## config.mk

```make
export PLATFORM = sky130hd
export DESIGN_NAME = jidct_front
export DESIGN_NICKNAME = d
export VERILOG_FILES = /design/src/hw/rtl/jidct_pkg.sv /design/src/hw/rtl/jidct_front.sv
export SDC_FILE = /design/constraint.sdc
export NUM_CORES = 1
export LEC_CHECK = 0
export BUFFER_PORTS_ARGS = -buffer_cell sky130_fd_sc_hd__buf_2
export CORE_MARGIN = 5
export CORE_UTILIZATION = 35
export DETAILED_ROUTE_END_ITERATION = 10
export PLACE_DENSITY_LB_ADDON = 0.1
export SETUP_SLACK_MARGIN = 0.1
export SYNTH_ARGS = -nofsm -noshare
export SYNTH_HDL_FRONTEND = slang
export SYNTH_SLANG_ARGS = --single-unit
```

## constraint.sdc

```tcl
create_clock -name i_clk -period 4.31 [get_ports i_clk]
set_input_delay 0.6465 -clock i_clk [delete_from_list [all_inputs] [get_ports i_clk]]
set_output_delay 0.6465 -clock i_clk [all_outputs]
set_load 0.02 [all_outputs]
```

## src/hw/rtl/jidct_pkg.sv

```systemverilog
package jidct_pkg;

    localparam int COEF_W   = 12;
    localparam int SAMPLE_W = 8;
    localparam int DATA_W   = 48;
    localparam int TR_W     = 32;
    localparam int SCALE_W  = 16;
    localparam int K_W      = 18;

    localparam longint unsigned BILLION = 64'd1000000000;

    localparam longint unsigned AAN_PPB [8] = '{
        64'd1000000000, 64'd1387039845, 64'd1306562965, 64'd1175875602,
        64'd1000000000, 64'd785694958,  64'd541196100,  64'd275899379
    };

    localparam longint unsigned PPB_SQRT2 = 64'd1414213562;
    localparam longint unsigned PPB_ROT   = 64'd1847759065;
    localparam longint unsigned PPB_EVEN  = 64'd1082392200;
    localparam longint unsigned PPB_ODD   = 64'd2613125930;

    typedef logic signed [DATA_W-1:0] t_word;
    typedef logic [SCALE_W-1:0] t_scale_tab [64];

    // Block token: one complete block of coefficients sitting in a bank
    typedef struct packed {
        logic valid;
        logic bank;
    } t_tok;

    typedef enum logic [2:0] {
        ST_IDLE,
        ST_CLOAD,
        ST_CBF,
        ST_CSTORE,
        ST_RLOAD,
        ST_RBF,
        ST_ROUT
    } t_state;

    // Constant in fixed point, rounded to nearest with ties up
    function automatic logic [K_W-1:0] qconst(longint unsigned ppb, int fb);
        longint unsigned v;
        v = ((ppb << fb) + BILLION / 2) / BILLION;
        return v[K_W-1:0];
    endfunction

    // AAN scale table, row factor times column factor over eight
    function automatic t_scale_tab build_scale(int fb);
        t_scale_tab tab;
        longint unsigned q;
        longint unsigned e;
        for (int i = 0; i < 64; i++) begin
            q = (AAN_PPB[(i >> 3) & 7] * AAN_PPB[i & 7] + BILLION / 2) / BILLION;
            e = ((q << fb) + 4 * BILLION) / (8 * BILLION);
            tab[i] = e[SCALE_W-1:0];
        end
        return tab;
    endfunction

    // Multiply by a constant, round to nearest with ties up
    function automatic t_word mul_k(t_word a, logic [K_W-1:0] k, int fb);
        logic signed [DATA_W+K_W:0] p;
        p = a * $signed({1'b0, k});
        p = p + $signed((DATA_W + K_W + 1)'(1) << (fb - 1));
        return t_word'(p >>> fb);
    endfunction

endpackage

```

## src/hw/rtl/jidct_front.sv

```systemverilog
module jidct_front (
    input  logic                          i_clk,
    input  logic                          i_rst_n,
    input  logic                          push,
    output logic                          full,
    input  logic [jidct_pkg::COEF_W-1:0]  i_coefficient,
    input  logic                          i_release,
    output logic                          o_we,
    output logic [6:0]                    o_waddr,
    output logic [jidct_pkg::COEF_W-1:0]  o_wdata,
    output jidct_pkg::t_tok               o_tok
);
    import jidct_pkg::*;

    logic [5:0] r_count;
    logic       r_bank;
    logic [1:0] r_busy;
    logic       w_accept;
    logic       w_done;

    assign full     = (r_busy == 2'd2);
    assign w_accept = push && !full;
    assign w_done   = w_accept && (r_count == 6'd63);

    assign o_we    = w_accept;
    assign o_waddr = {r_bank, r_count};
    assign o_wdata = i_coefficient;

    assign o_tok.valid = w_done;
    assign o_tok.bank  = r_bank;

    // Advance load position, flip bank per block, track banks in use
    always_ff @(posedge i_clk) begin
        if (!i_rst_n) begin
            r_count <= '0;
            r_bank  <= 1'b0;
            r_busy  <= '0;
        end else begin
            if (w_accept) begin
                r_count <= r_count + 6'd1;
            end
            if (w_done) begin
                r_bank <= !r_bank;
            end
            if (w_done && !i_release) begin
                r_busy <= r_busy + 2'd1;
            end else if (!w_done && i_release) begin
                r_busy <= r_busy - 2'd1;
            end
        end
    end

endmodule

```

==> flow_metrics.env, run 1 <==
export IMPL_synth_avg_cell_area_um2=8.450
export IMPL_synth_area_leaders="dfxtp_1 (33%), buf_4 (21%), a21oi_1 (6.4%)"
export IMPL_dp_hpwl_um=811.8
export IMPL_status="complete, no violations"
export IMPL_cts_sinks=9
export IMPL_synth_nets=83
export IMPL_start_util_pct=36.89
export IMPL_critPathMaxFanout=6
export IMPL_io_pins=39
export IMPL_die_h_um=49.62
export IMPL_firstDrtPassIters=2
export IMPL_grt_pass1_wl_um=1787
export IMPL_antenna_left=0
export IMPL_fin_crit_sh_pct=51.09
export IMPL_synth_compound_area_share_pct=14.12
export IMPL_cp_arrival_ns=1.56
export IMPL_core_rowCount=14
export IMPL_grt_pass1_vias=381
export IMPL_ir_worst_vdd_mv=0.1179
export IMPL_area_growth_syn_to_layout_pct=-0.2278
export IMPL_worstPathRequired_ns=3.66
export IMPL_cts_resized=0
export IMPL_powerDensity_mw_per_mm2=327.3
export IMPL_yosys_area_share_simple_pct=20.05
export IMPL_critPathCaptureType="output port"
export IMPL_maxSlewViolCount=0
export IMPL_drc=0
export IMPL_min_path_cells=2
export IMPL_rsz0062_at_grt="no"
export IMPL_p_leak_nw=0.2428
export IMPL_worst_pin_slew_ns=0.4944
export IMPL_mappedNetlistArea_um2=549.3
export IMPL_hold_path_class="flip-flop to flip-flop"
export IMPL_seq_area_frac_synth_pct=32.80
export IMPL_wl_um=1057
export IMPL_synth_top_family_by_area="buffers and inverters"
export IMPL_ys_ff_latch=9
export IMPL_grt_usage_pct=9.533
export IMPL_reg2reg_depth=6
export IMPL_setup_tns_ns=0
export IMPL_nets=86
export IMPL_post_drt_wl_per_cell_um=12.73
export IMPL_viasPerCell=5.048
export IMPL_grt_overflow=0
export IMPL_core_area_mm2=0.001489
export IMPL_synth_area_leader_cell="dfxtp_1"
export IMPL_grt_max_degree=16
export IMPL_setup_slack_ns=2.108
export IMPL_cts_tree="yes"
export IMPL_clock_latency_ns=0.26
export IMPL_port_buffer_count=14
export IMPL_synth_warnings=0
export IMPL_synth_area_mux_share_pct=1.822
export IMPL_dp_slack_ns=2.098
export IMPL_cts_max_path_buffers=2
export IMPL_path_class="flip-flop to output port"
export IMPL_drt_iter0_drc=2
export IMPL_clk_pin_slew_ns=0.06
export IMPL_die_x_um=49.62
export IMPL_num_vias=419
export IMPL_cts_root_buf="clkbuf_4"
export IMPL_synth_cell_types=21
export IMPL_synthAdderAreaFrac_pct=4.556
export IMPL_cts_made_buffers=3
export IMPL_finalClockSkew_ns=0.003610
export IMPL_slew_headroom_pct=66.89
export IMPL_setup_violations_final=0
export IMPL_start_kind="flip-flop"
export IMPL_htreeDepth=1
export IMPL_finalHoldViolations=0
export IMPL_cts_hold_buf=0
export IMPL_synth_top_cell_area_share_pct=32.80
export IMPL_cap_violations=0
export IMPL_period_minus_slack_ns=2.202
export IMPL_synth_xor_area_share_pct=3.189
export IMPL_antenna_found_initial=0
export IMPL_routabilityCongestion=0.6912
export IMPL_netlist_instances=65
export IMPL_cts_setup_buffers=0
export IMPL_drive_above_1_share_pct=28.36
export IMPL_max_freq_mhz=454.2
export IMPL_diodes=0
export IMPL_dieArea_mm2=0.002462
export IMPL_holdWs_ns=0.4822
==> registers in the layout, indices dropped and copies added, names as in the netlist <==
name	count
r_busy	2
r_count	6
r_bank	1
==> area by class of cell <==
cell class                      instances  area (um^2)
Multi-Input combinational cell         37        240.2
Timing Repair Buffer                   14        70.07
Clock buffer                            4        26.28
Tap cell                               16        20.02
Inverter                                3        11.26
Fill cell                             155        940.9
Sequential cell                         9        180.2
==> placed cells by master, fill, tap and decap left out <==
master	n
nor2b_2	1
o21ai_0	2
dfxtp_1	9
clkbuf_4	3
nand4_1	1
o31ai_1	3
xor2_1	2
nand2b_1	1
clkbuf_1	1
nand3b_1	1
nor4_2	1
or4_1	3
or3_1	3
ha_1	2
buf_2	14
inv_1	3
nand3_1	1
o21ai_1	2
nand2_1	4
mux2i_1	1
a21oi_1	7
nor2_1	2
==> metrics by stage <==
step / power [W] / cells / area (um^2) / util [%]
final: 0.0001794 / 83 / 548.0 / 36.81
after global placement: 0.0001169 / 79 / 521.8 / 35.04
after floorplan: 0.0001254 / 65 / 549.3 / -
after global routing: 0.0001925 / 83 / 548.0 / 36.81
after detailed placement: 0.0001167 / 79 / 521.8 / 35.04
after CTS: 0.0001845 / 83 / 548.0 / 36.81
==> path summary, 6_finish.rpt <==
path / start / end / slack (ns)
worst min-delay path: r_busy[1]$_SDFFE_PN0P_ / r_busy[1]$_SDFFE_PN0P_ / 0.48
worst max register to register: r_count[0]$_SDFFE_PN0P_ / r_busy[1]$_SDFFE_PN0P_ / 2.33
worst max-delay path: r_count[0]$_SDFFE_PN0P_ / o_tok[1] / 2.11
worst min register to register: r_busy[1]$_SDFFE_PN0P_ / r_busy[1]$_SDFFE_PN0P_ / 0.48
==> routing by layer <==
layer  part of all wire (%)  up-vias  global-route usage (%)
li1                       -      217                       -
met1                     45      184                   10.89
met2                     43       16                   12.50
met3                     11        2                   6.024
met4                    1.1        0                   6.987
met5                      0        -                       0
==> synthesized netlist by cell type <==
cell and count:
o31ai_1 3, dfxtp_1 9, or4_1 3, ha_1 2, nand2b_1 1, a21oi_1 7
nand2_1 4, o21ai_1 2, buf_2 1, inv_1 3, or3_1 3, nand4_1 1
nor2b_2 1, nand3_1 1, nand3b_1 1, xor2_1 2, nor4_2 1, buf_4 15
nor2_1 2, mux2i_1 1, o21ai_0 2
==> power by group <==
group | total (W) | internal (W) | switching (W)
logic | 0.0000238 | 0.00000896 | 0.0000148
registers | 0.0000906 | 0.0000868 | 0.00000379
clock network | 0.0000650 | 0.0000357 | 0.0000293
==> worst max-delay path: stages, from the launching register on <==
cell	delay (ns)
dfxtp_1	0.40
ha_1	0.17
nand2_1	0.11
nor4_2	0.39
buf_2	0.24
==> cells by family (layout without fill, tap and decap cells) <==
group	count (synthesis)	after routing
compound gates	14	14
xor+xnor	2	2
fa+ha+maj	2	2
buf+inv	19	21
flops	9	9
mux	1	1
simple gates	18	18
No activity file was read; power rests on OpenSTA's default activity.
==> inputs of run 2 (changes only) <==
--- a/config.mk
+++ b/config.mk
@@ -5,6 +5,7 @@
 export SDC_FILE = /design/constraint.sdc
 export NUM_CORES = 1
 export LEC_CHECK = 0
+export ABC_AREA = 1
 export BUFFER_PORTS_ARGS = -buffer_cell sky130_fd_sc_hd__buf_2
 export CORE_MARGIN = 5
 export CORE_UTILIZATION = 35
==> constraint.sdc (replaced) <==
create_clock -name i_clk -period 2.2 [get_ports i_clk]
set_input_delay 0.33 -clock i_clk [delete_from_list [all_inputs] [get_ports i_clk]]
set_output_delay 0.33 -clock i_clk [all_outputs]
set_load 0.02 [all_outputs]
==> run 2 against run 1 <==
Against the previous run:
- utilization rose by 0.59 points
- routed wire length shrank 0.95%
- synthesized area increased by 7.5%
- clock skew is 0.0014 ns lower
- first-iteration DRC count grew to 4.5 times the previous value
- hold slack lost 0.11 ns
- synthesized cell count is 32% higher
- power is 100% higher
- global-route usage fell by 0.49 points
- final cell count is 25% higher
- sequential cell count unchanged
==> flow_metrics.env, run 2 <==
export IMPL_synth_async_reset_ratio_pct=0
export IMPL_drc=0
export IMPL_grt_pass1_wl_um=1731
export IMPL_antenna_found_initial=0
export IMPL_synthTopCellsByCount="nand2_1 (17), nor2_1 (16), buf_4 (15)"
export IMPL_timing_rr_end="r_busy[1]$_SDFFE_PN0P_"
export IMPL_ys_ff_latch=9
export IMPL_post_drt_wl_per_cell_um=10.07
export IMPL_top_register="r_count"
export IMPL_cts_root_buf="clkbuf_4"
export IMPL_drt_iter0_drc=9
export IMPL_clk_pin_slew_ns=0.06
export IMPL_dp_hpwl_um=823.3
export IMPL_slew_headroom_pct=86.45
export IMPL_netlist_instances=86
export IMPL_setup_tns_ns=0
export IMPL_synth_area_leader_cell="dfxtp_1"
export IMPL_cts_made_buffers=3
export IMPL_finalHoldViolations=0
export IMPL_yosysMostFrequentCell="nand2_1"
export IMPL_routabilityCongestion=0.6737
export IMPL_start_kind="flip-flop"
export IMPL_synth_cell_types=15
export IMPL_layout_commonest_cell="nand2_1"
export IMPL_viasPerCell=4.394
export IMPL_grt_overflow=0
export IMPL_status="complete, no violations"
export IMPL_io_pins=39
export IMPL_clock_latency_ns=0.26
export IMPL_post_route_util_pct=37.40
export IMPL_nets=107
export IMPL_synth_edf_count=0
export IMPL_cts_resized=0
export IMPL_num_vias=457
export IMPL_ir_worst_vdd_mv=0.3141
export IMPL_setup_violations_final=0
export IMPL_seq_area_frac_synth_pct=30.51
export IMPL_maxSlewViolCount=0
export IMPL_final_cell_mix="nand2_1 (17), nor2_1 (16), buf_2 (14), inv_1 (10), dfxtp_1 (9)"
export IMPL_period_minus_slack_ns=1.731
export IMPL_cap_violations=0
export IMPL_synth_nets=104
export IMPL_postLayoutCellArea_um2=583.1
export IMPL_crit_chain="ha_1, nand3_1, nor2_1, nand2_2, inv_1, buf_2"
export IMPL_slowest_stage="dfxtp_1"
export IMPL_path_class="flip-flop to output port"
export IMPL_rsz0062_at_grt="no"
export IMPL_worstPathRequired_ns=1.87
export IMPL_largest_registers="r_count: 6 flops, r_busy: 2 flops, r_bank: 1 flops"
export IMPL_synth_main_ff_cell="dfxtp_1"
export IMPL_drive_above_1_share_pct=25.00
export IMPL_port_buffer_count=14
export IMPL_reg2reg_depth=10
export IMPL_die_x_um=51.08
export IMPL_hold_path_class="input port to flip-flop"
export IMPL_cts_hold_buf=0
export IMPL_grt_usage_pct=9.041
export IMPL_powerDensity_mw_per_mm2=618.2
export IMPL_p_leak_nw=0.3119
export IMPL_diodes=0
export IMPL_cp_arrival_ns=1.40
export IMPL_grt_max_degree=10
export IMPL_largest_register_ffs=6
export IMPL_slowest_delay_ns=0.39
export IMPL_synth_area_leaders="dfxtp_1 (31%), buf_4 (19%), nand2_1 (11%)"
export IMPL_critPathMaxFanout=5
export IMPL_placed_area_um2=556.8
export IMPL_hold_start="i_rst_n"
export IMPL_worst_pin_slew_ns=0.2028
export IMPL_synth_top_cell_area_share_pct=30.51
export IMPL_die_h_um=51.08
export IMPL_cts_tree="yes"
export IMPL_cts_max_path_buffers=2
export IMPL_antenna_left=0
export IMPL_mappedNetlistArea_um2=590.6
export IMPL_r2r_setup_slack_ns=0.59
export IMPL_synth_warnings=0
export IMPL_finalClockSkew_ns=0.002175
export IMPL_min_to="r_count[4]$_SDFFE_PN0P_"
export IMPL_fin_crit_sh_pct=78.66
export IMPL_max_freq_mhz=577.8
export IMPL_wl_um=1047
export IMPL_area_growth_syn_to_layout_pct=-1.271
export IMPL_min_path_cells=3
export IMPL_synth_avg_cell_area_um2=6.867
export IMPL_reg2reg_from="r_count[1]$_SDFFE_PN0P_"
export IMPL_grt_pass1_vias=402
export IMPL_cts_setup_buffers=0
export IMPL_power_w=0.0003605
export IMPL_cts_sinks=9
export IMPL_core_rowCount=14
export IMPL_critPathCaptureType="output port"
export IMPL_core_area_mm2=0.001559
export IMPL_start_util_pct=37.88
export IMPL_firstDrtPassIters=3
export IMPL_htreeDepth=1
export IMPL_dieArea_mm2=0.002609
run 2: cell count changes in the layout (fill, tap and decap cells not counted), sizes merged, moves of 3 or more:
cell / before / now
o31ai: 3 / 0
or4: 3 / 0
or3: 3 / 0
nand2: 4 / 19
inv: 3 / 11
nor2: 2 / 17
run 2: worst max-delay path, delay by kind of cell (launching register included):
family / cells / cell delay (ns)
adder cells (fa/ha/maj): 1 / 0.21
flip-flops: 1 / 0.39
AND/OR/NAND/NOR: 3 / 0.30
buffers and inverters: 2 / 0.23
run 2: worst max path at each step:
stage                                  startpoint                     end  slack [ns]
after floorplan           r_count[1]$_SDFFE_PN0P_  r_busy[1]$_SDFFE_PN0P_        0.52
after global placement    r_count[1]$_SDFFE_PN0P_  r_busy[1]$_SDFFE_PN0P_        0.59
after detailed placement  r_count[1]$_SDFFE_PN0P_  r_busy[1]$_SDFFE_PN0P_        0.58
after CTS                 r_count[1]$_SDFFE_PN0P_                o_tok[1]        0.46
after global routing      r_count[1]$_SDFFE_PN0P_                o_tok[1]        0.31
final                     r_count[1]$_SDFFE_PN0P_                o_tok[1]        0.47
run 2: kinds of logic after synthesis:
kind of cell	synth area share, %
AOI/OAI and AO/OA	8.687
adders and majority gates	4.237
buffers and inverters	27.97
DFF	30.51
and+or+nand+nor	28.60
run 2: final cells by class:
cell class,count,area [um^2]
timing repair buffer,14,70.07
inverter,11,41.29
sequential,9,180.2
tap,16,20.02
multi-input combinational,50,245.2
fill,168,975.9
clock buffer,4,26.28
run 2: power breakdown:
group,switching (W),internal (W)
Clock,0.0000586,0.0000700
Sequential,0.00000821,0.000170
Combinational,0.0000350,0.0000183
Total,0.000102,0.000259
run 2: layer usage:
metal | track usage (%) | wire (um) | part of all wire (%) | up-vias
li1 | - | - | - | 253
met1 | 10.23 | 476 | 45 | 188
met2 | 12.23 | 436 | 42 | 12
met3 | 7.267 | 122 | 12 | 4
met4 | 4.036 | 10 | 0.96 | 0
met5 | 0 | 0 | 0 | -
run 2: per-stage QoR:
stage	cells	setup WS (ns)	hold slack [ns]
2_1_floorplan	86	0.5237	0.4423
3_3_place_gp	100	0.5908	0.4518
3_5_place_dp	100	0.5844	0.4623
4_1_cts	104	0.4557	0.3755
5_1_grt	104	0.3122	0.3858
6_report	104	0.4694	0.3752
==> inputs of run 3 (changes only) <==
==> constraint.sdc (replaced) <==
create_clock -name i_clk -period 1.6 [get_ports i_clk]
set_input_delay 0.24 -clock i_clk [delete_from_list [all_inputs] [get_ports i_clk]]
set_output_delay 0.24 -clock i_clk [all_outputs]
set_load 0.02 [all_outputs]
==> run 3 against run 2 <==
Against the previous run:
- first-iteration DRC count is 11% higher
- register-to-register slack got worse by 0.42 ns
- combinational power grew 74%
- hold slack got worse by 0.093 ns
- sequential cell count unchanged
==> flow_metrics.env, run 3 (synthesis results as in run 2) <==
export IMPL_core_rowCount=14
export IMPL_cts_made_buffers=3
export IMPL_path_delay_family="flip-flops"
export IMPL_rsz0062_at_grt="yes"
export IMPL_top_register="r_count"
export IMPL_die_x_um=51.08
export IMPL_r2r_setup_slack_ns=0.17
export IMPL_antenna_left=0
export IMPL_critPathLaunch="r_count[1]$_SDFFE_PN0P_"
export IMPL_fin_crit_sh_pct=92.62
export IMPL_crit_chain="ha_4, nand3_2, nor2_2, nand2_2, inv_2, buf_4"
export IMPL_nets=111
export IMPL_start_util_pct=37.88
export IMPL_clk_pin_slew_ns=0.06
export IMPL_postLayoutCellArea_um2=659.4
export IMPL_finalHoldViolations=0
export IMPL_cts_hold_buf=0
export IMPL_max_freq_mhz=674.8
export IMPL_cp_num_buf_inv=2
export IMPL_antenna_found_initial=0
export IMPL_holdWs_ns=0.2821
export IMPL_path_class="flip-flop to output port"
export IMPL_slowest_stage="dfxtp_4"
export IMPL_core_area_mm2=0.001559
export IMPL_crit_cells=6
export IMPL_hold_path_class="input port to flip-flop"
export IMPL_cts_sinks=9
export IMPL_port_buffer_count=14
export IMPL_powerDensity_mw_per_mm2=784.4
export IMPL_die_h_um=51.08
export IMPL_setup_tns_ns=0
export IMPL_grt_overflow=0
export IMPL_critPathCaptureType="output port"
export IMPL_drt_iter0_drc=10
export IMPL_clock_latency_ns=0.26
export IMPL_grt_pass1_vias=458
export IMPL_routabilityCongestion=0.6711
export IMPL_layout_commonest_cell="nand2_1"
export IMPL_io_pins=39
export IMPL_cp_arrival_ns=1.24
export IMPL_firstDrtPassIters=4
export IMPL_start_kind="flip-flop"
export IMPL_power_w=0.0005172
export IMPL_period_minus_slack_ns=1.482
export IMPL_wl_um=1172
export IMPL_critPathMaxFanout=3
export IMPL_p_leak_nw=0.3271
export IMPL_setup_violations_final=0
export IMPL_diodes=0
export IMPL_reg2reg_depth=12
export IMPL_endpoint="o_tok[1]"
export IMPL_cap_violations=0
export IMPL_dieArea_mm2=0.002609
export IMPL_largest_register_ffs=6
export IMPL_placed_area_um2=585.6
export IMPL_cts_root_buf="clkbuf_4"
export IMPL_drc=0
export IMPL_viasPerCell=4.630
export IMPL_maxSlewViolCount=0
export IMPL_largest_registers="r_count: 6 flops, r_busy: 2 flops, r_bank: 1 flops"
export IMPL_drive_above_1_share_pct=38.04
export IMPL_grt_max_degree=10
export IMPL_slew_headroom_pct=88.60
export IMPL_final_cell_mix="nand2_1 (17), nor2_1 (14), buf_2 (13), inv_1 (9), dfxtp_1 (6)"
export IMPL_finalClockSkew_ns=0.003477
export IMPL_timing_rr_end="r_busy[1]$_SDFFE_PN0P_"
export IMPL_min_path_cells=3
export IMPL_reg2reg_from="r_count[1]$_SDFFE_PN0P_"
export IMPL_grt_usage_pct=9.885
export IMPL_cts_tree="yes"
export IMPL_cts_max_path_buffers=2
export IMPL_htreeDepth=1
export IMPL_slowest_delay_ns=0.36
export IMPL_worstPathRequired_ns=1.36
export IMPL_grt_pass1_wl_um=1945
export IMPL_worst_pin_slew_ns=0.1710
export IMPL_post_drt_wl_per_cell_um=10.85
export IMPL_status="complete, no violations"
export IMPL_area_growth_syn_to_layout_pct=11.65
export IMPL_dp_hpwl_um=873.3
export IMPL_ir_worst_vdd_mv=0.5717
export IMPL_num_vias=500
-- run 3: per-stage QoR --
step,util [%],worst slack [ns],instances
final,42.30,0.1181,108
after floorplan,-,0.1090,86
after global routing,42.30,0.03682,108
after detailed placement,37.56,0.1123,101
after global placement,37.56,0.1007,101
after CTS,40.37,0.1108,107
-- run 3: final cells by class --
class	count	area [um^2]
Clock buffer	4	26.28
Fill cell	175	899.6
Inverter	11	41.29
Multi-Input combinational cell	50	280.3
Sequential cell	9	188.9
Tap cell	16	20.02
Timing Repair Buffer	18	102.6
-- run 3: worst min-delay path by stage --
stage	from	endpoint	slack, ns
after global placement	r_busy[0]$_SDFFE_PN0P_	r_busy[0]$_SDFFE_PN0P_	0.46
final	i_rst_n	r_count[2]$_SDFFE_PN0P_	0.28
after CTS	i_rst_n	r_count[2]$_SDFFE_PN0P_	0.28
after detailed placement	r_busy[0]$_SDFFE_PN0P_	r_busy[0]$_SDFFE_PN0P_	0.46
after global routing	i_rst_n	r_bank$_SDFFE_PN0P_	0.28
after floorplan	r_busy[0]$_SDFFE_PN0P_	r_busy[0]$_SDFFE_PN0P_	0.44
-- run 3: repair_timing --
| action | in CTS | in global routing |
|---|---|---|
| resized for setup | 1 | 5 |
| buffers inserted | 2 | 1 |
| endpoints found under the hold margin | 0 | 0 |
| pin swaps | 1 | 6 |
| setup endpoints to repair | 2 | 2 |
-- run 3: worst reg2reg max path, cell delays in order, from the launching register on --
cell     delay, ns
dfxtp_4       0.36
ha_4          0.14
nand3_2       0.08
nor2_2        0.12
nand2_2       0.07
inv_2         0.08
ha_4          0.13
nor2_1        0.05
nor2_2        0.09
nand2_1       0.07
nand2_1       0.06
nand2_1       0.04
nor2_1        0.09
-- run 3: where the power goes --
part	internal (W)	switching [W]
logic	0.0000372	0.0000557
clock network	0.0000963	0.0000824
registers	0.000235	0.0000109
-- run 3: per-layer routing --
layer	share of wire, %	up-vias	global-route usage, %
li1	-	258	-
met4	1.4	0	4.036
met1	42	211	10.39
met5	0	-	0
met2	47	23	15.45
met3	9.6	8	6.686
